$ cat src/sv/assert_macros.svh
// assertion macros shared by the symbol lookup modules
`ifndef ASSERT_MACROS_SVH
`define ASSERT_MACROS_SVH

// antecedent implies consequent in the same cycle
`define ASSERT_IMPLIES(label, clk, rst_n, ante, cons, msg) \
    label: assert property (@(posedge clk) disable iff (!rst_n) (ante) |-> (cons)) \
        else $error(msg);

// antecedent implies consequent in the next cycle
`define ASSERT_NEXT(label, clk, rst_n, ante, cons, msg) \
    label: assert property (@(posedge clk) disable iff (!rst_n) (ante) |=> (cons)) \
        else $error(msg);

`endif

$ cat src/sv/spl_pkg.sv
// shared types and constants for the symbol predecessor lookup
package spl_pkg;

    localparam int MAX_ENTRIES = 1024;
    localparam int IDX_W       = $clog2(MAX_ENTRIES);
    localparam int CNT_W       = $clog2(MAX_ENTRIES + 1);
    localparam int ADDR_W      = 64;
    localparam int NAME_W      = 32;
    localparam int FLAG_W      = 32;
    localparam int DATA_W      = 32;
    localparam int CFG_IDX_W   = 2;
    localparam int QDEPTH      = 2;
    localparam int QPTR_W      = $clog2(QDEPTH);
    localparam int QFILL_W     = $clog2(QDEPTH + 1);

    localparam logic [DATA_W-1:0] VALID_MAGIC = 32'h5359_4D53;

    typedef enum logic [0:0] {
        REQ_STORE  = 1'b0,
        REQ_LOOKUP = 1'b1
    } t_req;

    typedef enum logic [1:0] {
        STAT_FOUND  = 2'd0,
        STAT_MISS   = 2'd1,
        STAT_STORED = 2'd2
    } t_status;

    typedef enum logic [CFG_IDX_W-1:0] {
        CFG_MAGIC      = 2'd0,
        CFG_COUNT      = 2'd1,
        CFG_NAMES_SIZE = 2'd2
    } t_cfg_idx;

    // what the front decided an item is
    typedef enum logic [1:0] {
        KIND_STORE,
        KIND_DROP,
        KIND_MISS,
        KIND_LOOKUP
    } t_kind;

    typedef enum logic [1:0] {
        ST_IDLE,
        ST_PROBE,
        ST_CHECK,
        ST_RESULT
    } t_state;

    typedef struct packed {
        logic [ADDR_W-1:0] start;
        logic [NAME_W-1:0] name_pos;
        logic [FLAG_W-1:0] flags;
        logic              has_name;
    } t_entry;

    typedef struct packed {
        t_kind             kind;
        logic [IDX_W-1:0]  slot;
        t_entry            entry;
        logic [ADDR_W-1:0] query;
        logic [CNT_W-1:0]  count;
    } t_q_item;

endpackage

$ cat src/sv/spl_front.sv
// front end: accepts items, classifies them and queues them for the search engine
module spl_front
    import spl_pkg::*;
(
    input  logic              i_clk,
    input  logic              i_rst_n,
    input  logic              i_valid,
    output logic              o_ready,
    input  logic              i_req_type,
    input  logic [IDX_W-1:0]  i_entry_slot,
    input  logic [ADDR_W-1:0] i_entry_start,
    input  logic [NAME_W-1:0] i_entry_name_pos,
    input  logic [FLAG_W-1:0] i_entry_flag_bits,
    input  logic              i_entry_has_name,
    input  logic [ADDR_W-1:0] i_query_address,
    input  logic [DATA_W-1:0] i_table_magic,
    input  logic [CNT_W-1:0]  i_entry_count,
    output logic              o_head_valid,
    output t_q_item           o_head,
    input  logic              i_pop
);

`include "assert_macros.svh"

    t_q_item             r_q [QDEPTH];
    logic [QPTR_W-1:0]   r_wr_ptr;
    logic [QPTR_W-1:0]   r_rd_ptr;
    logic [QFILL_W-1:0]  r_fill;
    logic [QFILL_W-1:0]  n_fill;
    logic                w_push;
    logic                w_pop;
    logic [CNT_W-1:0]    w_count_sat;
    t_q_item             w_item;

    assign o_ready      = (r_fill != QFILL_W'(QDEPTH));
    assign o_head_valid = (r_fill != '0);
    assign o_head       = r_q[r_rd_ptr];
    assign w_push       = i_valid && o_ready;
    assign w_pop        = i_pop && o_head_valid;

    always_comb begin
        w_count_sat = (i_entry_count > CNT_W'(MAX_ENTRIES)) ? CNT_W'(MAX_ENTRIES)
                                                            : i_entry_count;
        w_item.slot           = i_entry_slot;
        w_item.entry.start    = i_entry_start;
        w_item.entry.name_pos = i_entry_name_pos;
        w_item.entry.flags    = i_entry_flag_bits;
        w_item.entry.has_name = i_entry_has_name;
        w_item.query          = i_query_address;
        w_item.count          = w_count_sat;
        if (t_req'(i_req_type) == REQ_STORE) begin
            w_item.kind = (CNT_W'(i_entry_slot) >= CNT_W'(MAX_ENTRIES)) ? KIND_DROP
                                                                       : KIND_STORE;
        end else if ((i_table_magic != VALID_MAGIC) || (w_count_sat == '0)) begin
            w_item.kind = KIND_MISS;
        end else begin
            w_item.kind = KIND_LOOKUP;
        end
    end

    always_comb begin
        n_fill = r_fill;
        if (w_push && !w_pop) begin
            n_fill = r_fill + 1'b1;
        end else if (w_pop && !w_push) begin
            n_fill = r_fill - 1'b1;
        end
    end

    always_ff @(posedge i_clk) begin
        if (w_push) begin
            r_q[r_wr_ptr] <= w_item;
        end
    end

    always_ff @(posedge i_clk) begin
        if (!i_rst_n) begin
            r_wr_ptr <= '0;
            r_rd_ptr <= '0;
            r_fill   <= '0;
        end else begin
            r_fill <= n_fill;
            if (w_push) begin
                r_wr_ptr <= r_wr_ptr + 1'b1;
            end
            if (w_pop) begin
                r_rd_ptr <= r_rd_ptr + 1'b1;
            end
        end
    end

    `ASSERT_NEXT(a_fill_up, i_clk, i_rst_n, w_push && !w_pop,
        r_fill == $past(r_fill) + 1'b1, "queue fill did not grow on push")
    `ASSERT_IMPLIES(a_ptr_gap, i_clk, i_rst_n, r_fill == '0 || r_fill == QFILL_W'(QDEPTH),
        r_wr_ptr == r_rd_ptr, "queue pointers disagree with fill count")

endmodule

$ cat config.mk
export PLATFORM = sky130hd
export DESIGN_NAME = spl_front
export DESIGN_NICKNAME = d
export VERILOG_FILES = /design/src/sv/spl_pkg.sv /design/src/sv/spl_front.sv
export VERILOG_INCLUDE_DIRS = /design/src /design/src/sv
export SDC_FILE = /design/constraint.sdc
export NUM_CORES = 1
export LEC_CHECK = 0
export ABC_AREA = 1
export BUFFER_PORTS_ARGS = -buffer_cell sky130_fd_sc_hd__buf_2
export CELL_PAD_IN_SITES_DETAIL_PLACEMENT = 2
export CELL_PAD_IN_SITES_GLOBAL_PLACEMENT = 2
export CORE_MARGIN = 4
export CORE_UTILIZATION = 25
export CTS_CLUSTER_DIAMETER = 60
export CTS_CLUSTER_SIZE = 12
export DETAILED_ROUTE_END_ITERATION = 10
export GPL_TIMING_DRIVEN = 0
export PLACE_DENSITY = 0.61
export SYNTH_ARGS = -nofsm -noshare
export SYNTH_HDL_FRONTEND = slang
export SYNTH_SLANG_ARGS = --single-unit
$ cat constraint.sdc
create_clock -name i_clk -period 34.4 [get_ports i_clk]
set_input_delay 3.44 -clock i_clk [delete_from_list [all_inputs] [get_ports i_clk]]
set_output_delay 3.44 -clock i_clk [all_outputs]
set_load 0.05 [all_outputs]
Word level (Yosys, flattened, before mapping)
Memories as Yosys holds them, arrays and structs flattened. A register that Yosys moved wholly into a read port is not among the register bits.
Cells that the tools add are included.
{"block": "word_totals", "elab_cells": 30, "n_memories": 1, "regBits": 4, "ram_bits": 432, "input_bits": 251}
{"memory": "r_q", "depth": 2, "word_bits": 216, "read_ports": 1, "rd_ports_with_merged_regs": 1, "wr": 1, "line_no": "spl_front.sv:25", "rtl": "t_q_item r_q [QDEPTH];"}
{"block": "classes", "eq_ne": 2, "muxes": 9, "magnitude_cmp": 1, "n_reduce_logical": 10, "addsub": 4}
{"operator": "$ne A32 B31 Y1 const B", "count": 1}
{"operator": "$gt A11 B11 Y1 const B", "count": 1}
{"operator": "$logic_not A11 Y1", "count": 1}
{"operator": "$mux W11", "count": 1}
{"operator": "$mux W2", "count": 3}
{"operator": "$mux W1", "count": 5}
{"operator": "$logic_and A1 B1 Y1", "count": 4}
{"operator": "$reduce_bool A2 Y1", "count": 2}
{"operator": "$add A1 B1 Y1 const B", "count": 2}
{"operator": "$add A2 B1 Y2 const B", "count": 1}
{"operator": "$logic_not A1 Y1", "count": 2}
{"operator": "$ne A2 B2 Y1 const B", "count": 1}
{"operator": "$sub A2 B1 Y2 const B", "count": 1}
{"operator": "$logic_or A1 B1 Y1", "count": 1}

Longest topological paths before layout
{"block": "depth", "ltp_word": 6, "ltp_mapped": 10, "depth_no_buf": 10}

Least setup slack after synthesis
OpenSTA, ideal clock, no wires.
{"block": "synth_timing", "kind": "input -> register", "from": "in i_valid", "to": "mem r_q[1][0] (netlist name) (enable)", "slack_ns": 21.077, "arrival_ns": 12.524, "path_stages": 2, "required_ns": 33.601, "path_cell_list": "nand2_1 nor2_1"}
{"block": "synth_via", "elab_chain_cells": 3}
{"item": "start, declared", "line_no": "spl_front.sv:7", "rtl": "input logic i_valid,"}
{"item": "$logic_and A1 B1 Y1", "line_no": "spl_front.sv:38", "rtl": "assign w_push = i_valid && o_ready;"}
{"item": "$mux W1", "line_no": "spl_front.sv:71", "rtl": "if (w_push) begin"}
{"item": "$mux W1 (not written as such)", "line_no": "spl_front.sv:72", "rtl": "r_q[r_wr_ptr] <= w_item;"}
{"item": "end, declared", "line_no": "spl_front.sv:25"}
Every way passes these cells.

==> metrics <==
result of the run complete, no violations; number of warnings reported in the yosys synthesis log 0; instance count of the mapped netlist 768; overall overflow remaining after global route 0; clock sink count about 440; first-pass detailed-route iteration total 4; achievable clock frequency about 180 MHz; register bit count reported by yosys 437; share of synthesized registers carrying an async set or reset 0; number of CTS-inserted buffers 48; average via count per standard cell 4.09; critical path launch point type register; number of max-cap violations 0; growth of design area from synthesis to finish 31.3%; worst relative slew slack 0.604; ports placed on the boundary 469; final RePlAce weighted congestion 0.719; effective utilization at floorplan 0.253; CTS Hold Bufs 0; Total Wirelength 44,800 um; post-route DRC violation count 0; final std cells w/o fill approximately 2,200; number of global-route vias before repair between 10,000 and 15,000; Routed WL per cell 20.5 um; core occupancy in the finished layout 0.332; CTS resizes 0; power density over the cells 81.6 nW/um^2; CTS tree yes; setup repair after global routing missed its margin no; placed instance count 2,118; data arrival time at the worst-slack endpoint 2.10 ns; netlist area before placement 16,700 um^2; number of buffers added on ports 468; kind of end point of the critical path output port; Setup violations, final 0; pin count of the biggest net entering global routing 31; placeable core region between 60,000 and 70,000 um^2; violation count after the first detailed-routing iteration 405; row count 94; first-pass GRT wire length 65,700 um; number of setup buffers added after CTS 0; crit path time final ~5.5 ns; worst clock skew on the final layout 0.0166 ns; syn_nets 1,020; final count of hold timing violations 0; clock-pin slew on the worst setup and hold paths roughly 0.06 ns; Root Buffer sky130_fd_sc_hd__clkbuf_16; worst hold-check path type reg -> reg; GRT Resource Usage Total 0.122; initial antenna violation count 6; Setup CP Type reg -> out; worst ir drop on vdd 0.0397 mV; clock latency at the later pin of the worst-skew pair 0.56 ns; number of unique standard cell types used by synthesis 18; antenna-violating nets left 0; DP HPWL 34,200 um; most used flip-flop cell after synthesis sky130_fd_sc_hd__edfxtp_1; maximum level of the CTS H-tree 2; full die area around 71,000 um^2; max-slew violation count 0; number of filler cells placed in the layout 6,751; maximum net fanout on the critical path 10; via count ~9,000; synthesized area divided by synthesized cell count 21.7 um^2; Leakage approximately 8.4 nW; R2R Setup Slk 32.05 ns; portion of the post-synthesis area used by sequential elements 0.784; worst-margin pin slew 0.593 ns; Die X-Extent 266 um; final-layout setup total negative slack 0 ns; required arrival time at the worst endpoint 30.96 ns; number of nets in the finished design between 1,500 and 2,000; EDFF count, synth 432; maximum buffer depth of the clock tree 3; final critical-path share of the clock period 0.161; ratio of cells with drive above 1 in the final layout 0.599; height of the die 266 um
where the power goes:
part	internal (W)	total, W	leakage (nW)	switching (W)
clock	0.000266	0.000469	0.682	0.000203
combinational	0.000192	0.000627	3.66	0.000435
sequential	0.000672	0.000689	4.08	0.0000169
total	0.00113	0.00179	8.42	0.000655
cell type report:
type,instances,area [um^2],area share
Tap cell,864,1080,0.0494
Buffer,26,234,0.0107
Timing Repair Buffer,486,2730,0.125
Clock inverter,15,139,0.00635
Antenna cell,2,5.00,0.000229
Sequential cell,437,13100,0.597
Clock buffer,54,1240,0.0569
Multi-Input combinational cell,287,3310,0.151
Inverter,18,67.6,0.00309
flip-flops by register name (all words and copies together), names as in the netlist, named ones only:
register / cells
r_q: 432
r_wr_ptr: 1
r_rd_ptr: 1
r_fill: 2
cells in the final DEF (no fill, tap or decap):
cell type	instances
sky130_fd_sc_hd__buf_2	475
sky130_fd_sc_hd__edfxtp_1	432
sky130_fd_sc_hd__mux2_4	140
sky130_fd_sc_hd__mux2_2	76
sky130_fd_sc_hd__clkbuf_16	49
sky130_fd_sc_hd__nor2_1	24
sky130_fd_sc_hd__nand2_1	21
sky130_fd_sc_hd__inv_1	18
sky130_fd_sc_hd__buf_6	17
sky130_fd_sc_hd__buf_12	14
sky130_fd_sc_hd__a21boi_0	10
sky130_fd_sc_hd__clkbuf_1	7
sky130_fd_sc_hd__dfxtp_1	5
sky130_fd_sc_hd__inv_6	5
sky130_fd_sc_hd__clkinv_2	4
sky130_fd_sc_hd__buf_16	4
sky130_fd_sc_hd__nand3_1	3
sky130_fd_sc_hd__o21ai_0	3
sky130_fd_sc_hd__a21oi_1	3
sky130_fd_sc_hd__inv_8	3
sky130_fd_sc_hd__diode_2	2
sky130_fd_sc_hd__nand4_1	2
sky130_fd_sc_hd__nor2_4	2
sky130_fd_sc_hd__nor3_1	1
sky130_fd_sc_hd__or2_2	1
sky130_fd_sc_hd__ha_1	1
sky130_fd_sc_hd__clkinv_1	1
sky130_fd_sc_hd__clkinvlp_4	1
sky130_fd_sc_hd__bufinv_16	1
synth_stat cells (3+ instances only):
cell type                  instances  share of area
sky130_fd_sc_hd__nand2_1          21         0.0047
sky130_fd_sc_hd__edfxtp_1        432           0.78
sky130_fd_sc_hd__a21oi_1           3        0.00090
sky130_fd_sc_hd__mux2_4          140           0.13
sky130_fd_sc_hd__buf_6            17          0.011
sky130_fd_sc_hd__nand3_1           3        0.00090
sky130_fd_sc_hd__nor2_1           26         0.0059
sky130_fd_sc_hd__dfxtp_1           5         0.0060
sky130_fd_sc_hd__mux2_2           76          0.051
sky130_fd_sc_hd__a21boi_0         10         0.0045
sky130_fd_sc_hd__o21ai_0           3        0.00090
sky130_fd_sc_hd__inv_1            18         0.0041
sky130_fd_sc_hd__buf_2             7         0.0021
logic make-up after synthesis:
| kind of cell | Yosys count | share of synthesized area |
|---|---|---|
| AO/OA/AOI/OAI | 16 | 0.00631 |
| multiplexers | 216 | 0.177 |
| flip-flops | 437 | 0.784 |
| buffers and inverters | 44 | 0.0181 |
| adder cells (fa/ha/maj) | 1 | 0.000751 |
| AND/OR/NAND/NOR | 54 | 0.0129 |
metal layers:
| layer | track usage | part of all wire | vias to the layer above |
|---|---|---|---|
| met5 | 0 | 0.00058 | - |
| met3 | 0.0401 | 0.073 | 77 |
| met2 | 0.227 | 0.54 | 292 |
| met4 | 0.0372 | 0.027 | 4 |
| met1 | 0.132 | 0.36 | 4519 |
| li1 | - | - | 4068 |
path summary, 6_finish.rpt:
path                 end      start  depth (start not counted)
max reg2reg  r_q[1][203]  r_fill[0]                          8
max          o_head[126]   register                          5
min reg2reg     register   r_rd_ptr                          2
min             register   r_rd_ptr                          2
worst max-delay path, stage by stage (launching register included):
cell	delay (ns)
sky130_fd_sc_hd__dfxtp_1	0.32
sky130_fd_sc_hd__buf_6	0.16
sky130_fd_sc_hd__buf_6	0.22
sky130_fd_sc_hd__buf_6	0.24
sky130_fd_sc_hd__mux2_4	0.31
sky130_fd_sc_hd__buf_2	0.24
metrics by stage:
stage          cell area [um^2]  setup slack (ns)  hold WS (ns)  total power (W)
2_1_floorplan             16700             21.08         0.447          0.00119
3_3_place_gp              20100             14.21         0.458          0.00136
3_5_place_dp              20500             28.94         0.481          0.00134
4_1_cts                   21900             28.74         0.491          0.00183
5_1_grt                   21900             28.70         0.515          0.00187
6_report                  21900             28.86         0.487          0.00179
Note: power is estimated with default switching activity, not from simulation.
